==> src/design/dirty_tile_region_tracker_core_assert.svh <==
// Assertion macros of the dirty tile region tracker core.
`ifndef DIRTY_TILE_REGION_TRACKER_CORE_ASSERT_SVH
`define DIRTY_TILE_REGION_TRACKER_CORE_ASSERT_SVH

// Checked only while the block is out of reset.
`define DTRT_ASSERT(label, prop, msg) \
  label: assert property (@(posedge clk) disable iff (rst) prop) else $error(msg);

// Checked at every clock edge, reset included.
`define DTRT_ASSERT_ALWAYS(label, prop, msg) \
  label: assert property (@(posedge clk) prop) else $error(msg);

`endif

==> src/design/dtrt_pkg.sv <==
// Shared constants, payload types and helper functions of the dirty tile tracker.
package dtrt_pkg;

  localparam int TILE_PIXELS  = 8;
  localparam int TILE_COLUMNS = 30;
  localparam int TILE_ROWS    = 30;

  localparam int MASK_W = 32;
  localparam int CIDX_W = (TILE_COLUMNS > 1) ? $clog2(TILE_COLUMNS) : 1;
  localparam int COL_W  = $clog2(TILE_COLUMNS + 1);
  localparam int ROW_AW = (TILE_ROWS > 1) ? $clog2(TILE_ROWS) : 1;
  localparam int ROW_W  = $clog2(TILE_ROWS + 1);

  localparam int SCREEN_W = TILE_COLUMNS * TILE_PIXELS;
  localparam int SCREEN_H = TILE_ROWS * TILE_PIXELS;
  localparam logic signed [15:0] SCREEN_W_S   = 16'(SCREEN_W);
  localparam logic signed [15:0] SCREEN_H_S   = 16'(SCREEN_H);
  localparam logic signed [15:0] SCREEN_W_MAX = 16'(SCREEN_W - 1);
  localparam logic signed [15:0] SCREEN_H_MAX = 16'(SCREEN_H - 1);

  localparam logic [MASK_W-1:0] MASK_ONES  = '1;
  localparam logic [MASK_W-1:0] VALID_COLS = MASK_W'((64'd1 << TILE_COLUMNS) - 64'd1);

  localparam logic [1:0] MODE_CLEAR   = 2'd0;
  localparam logic [1:0] MODE_MARK    = 2'd1;
  localparam logic [1:0] MODE_RESTART = 2'd2;
  localparam logic [1:0] MODE_NEXT    = 2'd3;

  typedef struct packed {
    logic [1:0]          mode;
    logic signed [15:0]  rect_left;
    logic signed [15:0]  rect_top;
    logic signed [15:0]  rect_right;
    logic signed [15:0]  rect_bottom;
  } req_t;

  typedef struct packed {
    logic        region_found;
    logic [7:0]  region_x;
    logic [7:0]  region_y;
    logic [7:0]  region_width;
    logic [7:0]  region_height;
    logic [9:0]  dirty_count;
  } rsp_t;

  typedef struct packed {
    logic              clear;
    logic              rd_en;
    logic [ROW_AW-1:0] rd_addr;
    logic              wr_en;
    logic [ROW_AW-1:0] wr_addr;
    logic [MASK_W-1:0] wr_data;
  } ram_req_t;

  // Index of the lowest set bit; zero when no bit is set.
  function automatic logic [4:0] lowest_index(logic [MASK_W-1:0] x);
    logic [MASK_W-1:0] low;
    logic [4:0]        idx;
    low = x & (~x + MASK_W'(1));
    idx = '0;
    for (int i = 0; i < MASK_W; i++) begin
      if (low[i]) begin
        idx = idx | 5'(i);
      end
    end
    return idx;
  endfunction

  // Population count, summed as four byte counts.
  function automatic logic [5:0] popcount32(logic [MASK_W-1:0] x);
    logic [3:0] g [4];
    for (int k = 0; k < 4; k++) begin
      g[k] = '0;
      for (int j = 0; j < 8; j++) begin
        g[k] = g[k] + 4'(x[k*8+j]);
      end
    end
    return 6'(g[0]) + 6'(g[1]) + 6'(g[2]) + 6'(g[3]);
  endfunction

endpackage

==> src/design/dirty_tile_region_tracker_core.sv <==
// Top level of the dirty tile region tracker: request decode, mark and scan sequencer.
//
// Use: one request in, one response out, both valid/ready channels.
// Each request carries a mode: clear the map, mark a pixel rectangle,
// restart the scan, or fetch the next dirty region. Every request gives
// exactly one response, holding the region (zero when none) and the
// number of dirty tiles after the request.
// Requests are served one at a time; req_ready is high while idle.
// Clear and restart go from acceptance straight to the response state.
// A mark reads and rewrites one tile row per cycle through the mask
// memory, overlapping the read of a row with the write of the previous one.
// A region fetch evaluates each row read from the memory on arrival,
// moving down row by row until a dirty run is found, then extends the
// region downward over the following rows that match it exactly.
// Reset clears the map (by per-row valid bits), the count and the scan
// position. When the receiver stalls, the finished response is held in
// the output register; a following request is still accepted and worked,
// but its response waits and req_ready stays low meanwhile.
module dirty_tile_region_tracker_core (
  input  logic           clk,
  input  logic           rst,
  input  logic           req_valid,
  output logic           req_ready,
  input  dtrt_pkg::req_t req,
  output logic           rsp_valid,
  input  logic           rsp_ready,
  output dtrt_pkg::rsp_t rsp
);

`include "dirty_tile_region_tracker_core_assert.svh"

  typedef enum logic [2:0] {
    S_IDLE, S_MARK, S_PREV, S_ROW, S_RUN, S_EXT, S_DONE
  } state_t;

  state_t state;

  dtrt_pkg::ram_req_t              ram_req;
  logic [dtrt_pkg::MASK_W-1:0]     rd_mask;

  logic [9:0]                      dirty_total;
  logic [dtrt_pkg::ROW_W-1:0]      scan_row;
  logic [dtrt_pkg::CIDX_W-1:0]     scan_column;

  // Mark pipeline.
  logic [dtrt_pkg::MASK_W-1:0]     cmask;
  logic [dtrt_pkg::ROW_AW-1:0]     last_row;
  logic [dtrt_pkg::ROW_AW-1:0]     issue_row;
  logic                            mk_issue;
  logic                            pend;
  logic [dtrt_pkg::ROW_AW-1:0]     pend_row;

  // Scan working registers.
  logic [dtrt_pkg::MASK_W-1:0]     prev_mask;
  logic [dtrt_pkg::MASK_W-1:0]     cur_mask;
  logic [dtrt_pkg::CIDX_W-1:0]     first_col;
  logic [dtrt_pkg::COL_W-1:0]      end_col;
  logic [dtrt_pkg::ROW_AW-1:0]     reg_row;
  logic [dtrt_pkg::ROW_W-1:0]      er;
  logic                            res_found;

  logic                            accept;
  logic                            rect_bad;
  logic signed [15:0]              cl_left, cl_top, cl_right, cl_bottom;
  logic [dtrt_pkg::CIDX_W-1:0]     c0, c1;
  logic [dtrt_pkg::ROW_AW-1:0]     r0, r1;
  logic [4:0]                      hi_shift;
  logic [dtrt_pkg::MASK_W-1:0]     cmask_new;
  logic [dtrt_pkg::ROW_W-1:0]      scan_row_dec, scan_row_inc, er_inc;
  logic [dtrt_pkg::MASK_W-1:0]     row_masked;
  logic [4:0]                      low_col;
  logic                            row_skip;
  logic                            row_advance;
  logic [dtrt_pkg::MASK_W-1:0]     run_z;
  logic [dtrt_pkg::COL_W-1:0]      run_end;
  logic [dtrt_pkg::COL_W-1:0]      run_len;
  logic [dtrt_pkg::ROW_W-1:0]      run_ht;
  logic [5:0]                      new_bits;
  dtrt_pkg::rsp_t                  rsp_next;

  assign req_ready = (state == S_IDLE);
  assign accept    = req_valid && req_ready;

  // Rectangle decode: reject, clamp, then convert to tile bounds.
  always_comb begin
    rect_bad = (req.rect_left > req.rect_right) || (req.rect_top > req.rect_bottom) ||
               (req.rect_right < 16'sd0) || (req.rect_bottom < 16'sd0) ||
               (req.rect_left >= dtrt_pkg::SCREEN_W_S) ||
               (req.rect_top >= dtrt_pkg::SCREEN_H_S);
    cl_left   = (req.rect_left < 16'sd0) ? 16'sd0 : req.rect_left;
    cl_top    = (req.rect_top < 16'sd0) ? 16'sd0 : req.rect_top;
    cl_right  = (req.rect_right > dtrt_pkg::SCREEN_W_MAX) ? dtrt_pkg::SCREEN_W_MAX
                                                          : req.rect_right;
    cl_bottom = (req.rect_bottom > dtrt_pkg::SCREEN_H_MAX) ? dtrt_pkg::SCREEN_H_MAX
                                                           : req.rect_bottom;
    c0 = dtrt_pkg::CIDX_W'($unsigned(cl_left) / dtrt_pkg::TILE_PIXELS);
    c1 = dtrt_pkg::CIDX_W'($unsigned(cl_right) / dtrt_pkg::TILE_PIXELS);
    r0 = dtrt_pkg::ROW_AW'($unsigned(cl_top) / dtrt_pkg::TILE_PIXELS);
    r1 = dtrt_pkg::ROW_AW'($unsigned(cl_bottom) / dtrt_pkg::TILE_PIXELS);
    hi_shift  = 5'(dtrt_pkg::MASK_W - 1) - 5'(c1);
    cmask_new = (dtrt_pkg::MASK_ONES << c0) & (dtrt_pkg::MASK_ONES >> hi_shift);
  end

  // Scan evaluation of the row mask arriving from memory.
  always_comb begin
    scan_row_dec = scan_row - dtrt_pkg::ROW_W'(1);
    scan_row_inc = scan_row + dtrt_pkg::ROW_W'(1);
    er_inc       = er + dtrt_pkg::ROW_W'(1);
    row_masked   = rd_mask & dtrt_pkg::VALID_COLS & (dtrt_pkg::MASK_ONES << scan_column);
    low_col      = dtrt_pkg::lowest_index(row_masked);
    row_skip     = (scan_column == '0) && (scan_row != '0) && (rd_mask == prev_mask);
    row_advance  = row_skip || (row_masked == '0);
    run_z        = ~cur_mask & dtrt_pkg::VALID_COLS & (dtrt_pkg::MASK_ONES << first_col);
    run_end      = (run_z == '0) ? dtrt_pkg::COL_W'(dtrt_pkg::TILE_COLUMNS)
                                 : dtrt_pkg::COL_W'(dtrt_pkg::lowest_index(run_z));
    new_bits     = dtrt_pkg::popcount32(cmask & ~rd_mask);
  end

  // Memory port control.
  always_comb begin
    ram_req         = '0;
    ram_req.wr_addr = pend_row;
    ram_req.wr_data = rd_mask | cmask;
    unique case (state)
      S_IDLE: begin
        if (accept && req.mode == dtrt_pkg::MODE_CLEAR) begin
          ram_req.clear = 1'b1;
        end
        if (accept && req.mode == dtrt_pkg::MODE_NEXT &&
            scan_row < dtrt_pkg::ROW_W'(dtrt_pkg::TILE_ROWS)) begin
          ram_req.rd_en = 1'b1;
          if (scan_column == '0 && scan_row != '0) begin
            ram_req.rd_addr = scan_row_dec[dtrt_pkg::ROW_AW-1:0];
          end else begin
            ram_req.rd_addr = scan_row[dtrt_pkg::ROW_AW-1:0];
          end
        end
      end
      S_MARK: begin
        ram_req.rd_en   = mk_issue;
        ram_req.rd_addr = issue_row;
        ram_req.wr_en   = pend;
      end
      S_PREV: begin
        ram_req.rd_en   = 1'b1;
        ram_req.rd_addr = scan_row[dtrt_pkg::ROW_AW-1:0];
      end
      S_ROW: begin
        ram_req.rd_en   = row_advance &&
                          (scan_row != dtrt_pkg::ROW_W'(dtrt_pkg::TILE_ROWS - 1));
        ram_req.rd_addr = scan_row_inc[dtrt_pkg::ROW_AW-1:0];
      end
      S_RUN: begin
        ram_req.rd_en   = (scan_row != dtrt_pkg::ROW_W'(dtrt_pkg::TILE_ROWS - 1));
        ram_req.rd_addr = scan_row_inc[dtrt_pkg::ROW_AW-1:0];
      end
      S_EXT: begin
        ram_req.rd_en   = (rd_mask == cur_mask) &&
                          (er_inc < dtrt_pkg::ROW_W'(dtrt_pkg::TILE_ROWS));
        ram_req.rd_addr = er_inc[dtrt_pkg::ROW_AW-1:0];
      end
      S_DONE: begin
        ram_req.rd_en = 1'b0;
      end
      default: begin
        ram_req.rd_en = 1'b0;
      end
    endcase
  end

  // Response assembly from the scan registers.
  always_comb begin
    run_len  = end_col - dtrt_pkg::COL_W'(first_col);
    run_ht   = er - dtrt_pkg::ROW_W'(reg_row);
    rsp_next = '0;
    rsp_next.dirty_count = dirty_total;
    if (res_found) begin
      rsp_next.region_found  = 1'b1;
      rsp_next.region_x      = 8'(first_col * dtrt_pkg::TILE_PIXELS);
      rsp_next.region_y      = 8'(reg_row * dtrt_pkg::TILE_PIXELS);
      rsp_next.region_width  = 8'(run_len * dtrt_pkg::TILE_PIXELS);
      rsp_next.region_height = 8'(run_ht * dtrt_pkg::TILE_PIXELS);
    end
  end

  always_ff @(posedge clk) begin
    if (rst) begin
      state       <= S_IDLE;
      rsp_valid   <= 1'b0;
      dirty_total <= '0;
      scan_row    <= '0;
      scan_column <= '0;
      mk_issue    <= 1'b0;
      pend        <= 1'b0;
      res_found   <= 1'b0;
    end else begin
      if (rsp_valid && rsp_ready && state != S_DONE) begin
        rsp_valid <= 1'b0;
      end
      unique case (state)
        S_IDLE: begin
          if (accept) begin
            res_found <= 1'b0;
            unique case (req.mode)
              dtrt_pkg::MODE_CLEAR: begin
                dirty_total <= '0;
                scan_row    <= '0;
                scan_column <= '0;
                state       <= S_DONE;
              end
              dtrt_pkg::MODE_MARK: begin
                if (rect_bad) begin
                  state <= S_DONE;
                end else begin
                  cmask     <= cmask_new;
                  issue_row <= r0;
                  last_row  <= r1;
                  mk_issue  <= 1'b1;
                  pend      <= 1'b0;
                  state     <= S_MARK;
                end
              end
              dtrt_pkg::MODE_RESTART: begin
                scan_row    <= '0;
                scan_column <= '0;
                state       <= S_DONE;
              end
              dtrt_pkg::MODE_NEXT: begin
                if (scan_row >= dtrt_pkg::ROW_W'(dtrt_pkg::TILE_ROWS)) begin
                  state <= S_DONE;
                end else if (scan_column == '0 && scan_row != '0) begin
                  state <= S_PREV;
                end else begin
                  state <= S_ROW;
                end
              end
              default: begin
                state <= S_DONE;
              end
            endcase
          end
        end
        S_MARK: begin
          // Row issue_row is being read while row pend_row is written back.
          pend     <= mk_issue;
          pend_row <= issue_row;
          if (mk_issue) begin
            if (issue_row == last_row) begin
              mk_issue <= 1'b0;
            end else begin
              issue_row <= issue_row + dtrt_pkg::ROW_AW'(1);
            end
          end
          if (pend) begin
            dirty_total <= dirty_total + 10'(new_bits);
            if (pend_row == last_row) begin
              state <= S_DONE;
            end
          end
        end
        S_PREV: begin
          prev_mask <= rd_mask;
          state     <= S_ROW;
        end
        S_ROW: begin
          if (row_advance) begin
            prev_mask   <= rd_mask;
            scan_row    <= scan_row_inc;
            scan_column <= '0;
            if (scan_row == dtrt_pkg::ROW_W'(dtrt_pkg::TILE_ROWS - 1)) begin
              state <= S_DONE;
            end
          end else begin
            cur_mask  <= rd_mask;
            first_col <= low_col[dtrt_pkg::CIDX_W-1:0];
            reg_row   <= scan_row[dtrt_pkg::ROW_AW-1:0];
            state     <= S_RUN;
          end
        end
        S_RUN: begin
          end_col   <= run_end;
          er        <= scan_row_inc;
          res_found <= 1'b1;
          if (run_end >= dtrt_pkg::COL_W'(dtrt_pkg::TILE_COLUMNS)) begin
            scan_row    <= scan_row_inc;
            scan_column <= '0;
          end else begin
            scan_column <= run_end[dtrt_pkg::CIDX_W-1:0];
          end
          if (scan_row == dtrt_pkg::ROW_W'(dtrt_pkg::TILE_ROWS - 1)) begin
            state <= S_DONE;
          end else begin
            state <= S_EXT;
          end
        end
        S_EXT: begin
          // Extend the region downward while the rows match exactly.
          if (rd_mask == cur_mask) begin
            er <= er_inc;
            if (er_inc >= dtrt_pkg::ROW_W'(dtrt_pkg::TILE_ROWS)) begin
              state <= S_DONE;
            end
          end else begin
            state <= S_DONE;
          end
        end
        S_DONE: begin
          if (!rsp_valid || rsp_ready) begin
            rsp       <= rsp_next;
            rsp_valid <= 1'b1;
            state     <= S_IDLE;
          end
        end
        default: begin
          state <= S_IDLE;
        end
      endcase
    end
  end

  dtrt_mask_ram u_mask_ram (
    .clk     (clk),
    .rst     (rst),
    .ram_req (ram_req),
    .rd_mask (rd_mask)
  );

  `DTRT_ASSERT(a_wr_only_mark, ram_req.wr_en |-> (state == S_MARK), "mask write outside marking")
  `DTRT_ASSERT(a_no_rw_same_row, (ram_req.wr_en && ram_req.rd_en) |-> (ram_req.wr_addr != ram_req.rd_addr), "read and write hit one row")
  `DTRT_ASSERT(a_count_hold, (state != S_MARK && !(req_valid && req_ready)) |=> $stable(dirty_total), "dirty count changed outside mark or clear")
  `DTRT_ASSERT(a_scan_col_range, (state == S_IDLE) |-> (scan_column < dtrt_pkg::TILE_COLUMNS), "scan column out of range")
  `DTRT_ASSERT_ALWAYS(a_reset_idle, rst |=> (!rsp_valid && state == S_IDLE), "block not idle after reset")

endmodule

==> src/design/dtrt_mask_ram.sv <==
// Row mask memory with one read and one write port and per-row valid bits.
module dtrt_mask_ram (
  input  logic                                   clk,
  input  logic                                   rst,
  input  dtrt_pkg::ram_req_t                     ram_req,
  output logic [dtrt_pkg::MASK_W-1:0]            rd_mask
);

  logic [dtrt_pkg::MASK_W-1:0] mem [dtrt_pkg::TILE_ROWS];
  logic [dtrt_pkg::TILE_ROWS-1:0] row_valid;
  logic [dtrt_pkg::MASK_W-1:0] rd_data;
  logic                        rd_vld;

  always_ff @(posedge clk) begin
    if (ram_req.wr_en) begin
      mem[ram_req.wr_addr] <= ram_req.wr_data;
    end
    if (ram_req.rd_en) begin
      rd_data <= mem[ram_req.rd_addr];
    end
  end

  // A row that was never written since the last clear reads as zero.
  always_ff @(posedge clk) begin
    if (rst || ram_req.clear) begin
      row_valid <= '0;
      rd_vld    <= 1'b0;
    end else begin
      if (ram_req.wr_en) begin
        row_valid[ram_req.wr_addr] <= 1'b1;
      end
      if (ram_req.rd_en) begin
        rd_vld <= row_valid[ram_req.rd_addr];
      end
    end
  end

  assign rd_mask = rd_vld ? rd_data : '0;

endmodule
==> config.mk <==
export PLATFORM = sky130hd
export DESIGN_NAME = dirty_tile_region_tracker_core
export DESIGN_NICKNAME = d
export VERILOG_FILES = /design/src/design/dtrt_pkg.sv /design/src/design/dirty_tile_region_tracker_core.sv /design/src/design/dtrt_mask_ram.sv
export VERILOG_INCLUDE_DIRS = /design/src /design/src/design
export SDC_FILE = /design/constraint.sdc
export NUM_CORES = 2
export LEC_CHECK = 0
export BUFFER_PORTS_ARGS = -buffer_cell sky130_fd_sc_hd__buf_2
export CAP_MARGIN = 10
export CELL_PAD_IN_SITES_DETAIL_PLACEMENT = 0
export CELL_PAD_IN_SITES_GLOBAL_PLACEMENT = 1
export CORE_MARGIN = 4
export CORE_UTILIZATION = 30
export DETAILED_ROUTE_END_ITERATION = 8
export HOLD_SLACK_MARGIN = 0.02
export PLACE_DENSITY = 0.52
export SLEW_MARGIN = 20
export SYNTH_ARGS = -nofsm -noshare
export SYNTH_HDL_FRONTEND = slang
export SYNTH_SLANG_ARGS = --single-unit
==> constraint.sdc <==
create_clock -name clk -period 9.4 [get_ports clk]
set_input_delay 2.82 -clock clk [delete_from_list [all_inputs] [get_ports clk]]
set_output_delay 2.82 -clock clk [all_outputs]
set_load 0.02 [all_outputs]
==> results.toml <==
[detailed_routing]
wirelength_um = 180500
detailedRoute.firstIterationViolations = 3160
routed_wire_length_per_instance_um = 25.63
via_per_inst = 5.123
route.detailed.drc = 0
antenna_left = 0
detail_route.first_pass.iterations = 6
vias = 36070

[sta]
maxSlewHeadroom_pct = 26.03
final_critical_path_required_period_ps = 6745
layout_worst_path_cycle_share_pct = 71.76
final_hold_viol_count = 0
skew_ps = 57.28
whs_ps = 462.6
worst_pin_slew_ps = 1110
finalMaxSlewViolations = 0
grt_setup_unrepaired = "no"
fin_setup_tns_ps = 0
timing.final.setup_violations = 0
max_freq_ghz = 0.1483

[grt]
gr-total-overflow = 0
use_met3_pct = 2.408
grt_antenna_before_repair = 6
grt-busiest-layer = "met2"
grt_max_degree = 120
grt.total_usage_pct = 18.80
global_route.usage.met2_pct = 30.36
via_count_of_the_first_global_routing_pass = 34600
grt_use_met1_pct = 26.67
grt_pass1_wl_um = 257500

[setup_path]
crit_type = "reg2reg"
top_fanout_value_on_the_critical_path = 48
arrival_ps = 7430
setup.reg_to_reg.worst_slack_ps = 2660
timing.critical_path.from_type = "flip-flop"
timing.critical_path.required_ps = 10090
critical_path.endpoint_type = "flip-flop"

[hold_path]
hold_class = "reg2reg"

[synthesis]
number_of_enable_type_register_cells_in_the_synthesized_netlist = 1154
dominantRegCellSynth = "sky130_fd_sc_hd__edfxtp_1"
synth.lib_cells_used.distinct = 91
average_instance_area_after_synthesis_um2 = 12.08
synthesis.yosys.warnings = 0
netlist_instances = 4503
synth-seq-cells = 1212
postSynth.asyncResetShare_pct = 0
synth_largest_area_cell = "sky130_fd_sc_hd__edfxtp_1"
post_synth_most_frequent_cells = "1,154 x sky130_fd_sc_hd__edfxtp_1, 949 x sky130_fd_sc_hd__nand2_1, 397 x sky130_fd_sc_hd__nand3_1"
post_synthesis_sequential_area_ratio_pct = 65.86
synth_area_um2 = 54380
post_synth_main_area_contributors = "sky130_fd_sc_hd__edfxtp_1 64%, sky130_fd_sc_hd__nand2_1 6.6%, sky130_fd_sc_hd__nand3_1 3.7%, sky130_fd_sc_hd__mux2i_1 3.5%, sky130_fd_sc_hd__dfxtp_1 2.1%"
post-synth-top-count-cell = "sky130_fd_sc_hd__edfxtp_1"
share_of_the_synthesized_area_in_the_top_cell_type_pct = 63.73

[clock_network]
cts-resized-gates = 0
tritoncts.num_buffers = 144
clock_tree.buffer_depth = 3
worstSkewPairLatency_ps = 770
tritoncts_num_sinks = 1212
htreeDepth = 4
cts.root.buffer_cell = "sky130_fd_sc_hd__clkbuf_16"
cts_tree = "built"
ctsHoldBuffers = 0
worst_setup_hold_path_clk_slew_ps = 60
cts_setup_buffers = 0

[floorplan]
fp.dieW_um = 433.7
floorplan.die_area_um2 = 188100
design.portCount = 115
die_y_um = 433.7
design.core.area_um2 = 179400
initial_core_util_pct = 30.31
core.rowCount = 155

[final_layout]
synthToLayoutAreaGrowth_pct = 14.10
final-seq-area_um2 = 35820
post_route_cells_drive_above_1_share_pct = 10.40
finalNonFillerCells = 7041
multi_input_comb_area_um2 = 17010
finalCoreUtilization_pct = 34.58
num-nets-final = 4728
nFillCells = 17560

[place]
place.detailed.instances = 6777
port-buffer-count = 102
place_hpwl_um = 104000
place_congestion = 0.8802

[flow_run]
max-cap-violations = 0

[pwr]
worst_ir_drop_vdd_v = 0.0002687
power_per_cell_area_nw_per_um2 = 298.1
total_leakage_power_nw = 22.53

[run_status]
outcome = "finished clean"
==> per-layer routing <==
layer | wire (µm) | up-vias
met1 | 82740 | 18240
met4 | 4408 | 0
met2 | 84680 | 1013
met3 | 8652 | 237
met5 | 0 | -
li1 | - | 16580
==> layout make-up <==
cell class	count	share of cell area [%]
Sequential cell	1212	57.73
Multi-Input combinational cell	2891	27.41
Clock buffer	183	6.129
Tap cell	2355	4.749
Timing Repair Buffer	198	2.166
Clock inverter	79	1.075
Inverter	121	0.7321
Antenna cell	2	0.008067
==> per-stage QoR <==
stage / worst slack (ps) / area [µm²] / power (mW)
finish: 2655 / 62040 / 18.50
global route: 2244 / 62040 / 19.57
CTS: 2645 / 62030 / 18.72
detailed placement: 2657 / 57560 / 13.35
global placement: 2594 / 57550 / 13.37
floorplan: 1822 / 54420 / 11.22
==> registers in the layout, summed over array words and instances, names as in the netlist, 10 cells and up <==
name                  count
dirty_total              10
cur_mask                 32
u_mask_ram.row_valid     30
cmask                    32
u_mask_ram.mem          960
u_mask_ram.rd_data       32
prev_mask                32
rsp                      31
==> worst max-delay path: stages, from the launching register on <==
cell and delay (ps):
sky130_fd_sc_hd__dfxtp_4 690, sky130_fd_sc_hd__buf_4 410, sky130_fd_sc_hd__nand2_1 130, sky130_fd_sc_hd__and2_1 210
sky130_fd_sc_hd__fa_1 500, sky130_fd_sc_hd__inv_1 50, sky130_fd_sc_hd__fa_1 500, sky130_fd_sc_hd__fa_1 510
sky130_fd_sc_hd__fa_1 520, sky130_fd_sc_hd__fa_1 520, sky130_fd_sc_hd__fa_1 520, sky130_fd_sc_hd__fa_1 490
sky130_fd_sc_hd__fa_1 420, sky130_fd_sc_hd__inv_1 70, sky130_fd_sc_hd__a21oi_1 60, sky130_fd_sc_hd__o21bai_1 200
sky130_fd_sc_hd__nand2_1 80, sky130_fd_sc_hd__nand2_1 70, sky130_fd_sc_hd__a21o_1 140, sky130_fd_sc_hd__a21oi_1 80
sky130_fd_sc_hd__or3_1 310, sky130_fd_sc_hd__a21oi_1 140
==> where the power goes <==
group	leakage (nW)	switching, mW	internal [mW]
registers	10.9	0.499	6.33
clock network	2.17	2.29	3.02
logic	9.48	4.21	2.16
total	22.5	6.99	11.5
==> final timing paths <==
path / startpoint / end / cells after the start
worst min register to register: u_mask_ram.row_valid[26] / u_mask_ram.row_valid[26] / 2
worst max-delay path: u_mask_ram.rd_vld / dirty_total[8] / 21
worst max register to register: u_mask_ram.rd_vld / dirty_total[8] / 21
worst min-delay path: u_mask_ram.row_valid[26] / u_mask_ram.row_valid[26] / 2
==> logic make-up after synthesis <==
group / synth area share (%)
adders and majority gates: 2.476
other: 0.006896
buffers and inverters: 3.504
and+or+nand+nor: 15.21
muxes: 3.562
xor gates and xnor gates: 1.063
DFF: 65.86
AOI/OAI and AO/OA: 8.316
==> cell usage in the layout (no fill, tap or decap), drive strengths merged, types with 37 or more instances in the layout <==
cell    netlist  final
o211ai       39     39
a21oi       226    226
o22ai        67     67
ha           62     62
edfxtp     1154   1154
o21ai       100    100
inv         121    127
dfxtp        58     58
nor3         41     41
buf         154    198
nand2       950    950
a31oi        53     53
and2         44     44
nor2        196    196
nand2b       43     43
nand3       397    397
clkinv        0     65
mux2i       190    190
clkbuf      136    183
a22oi        37     37
nand3b       38     38
xor2         38     38
(Power assumes the default switching activity.)
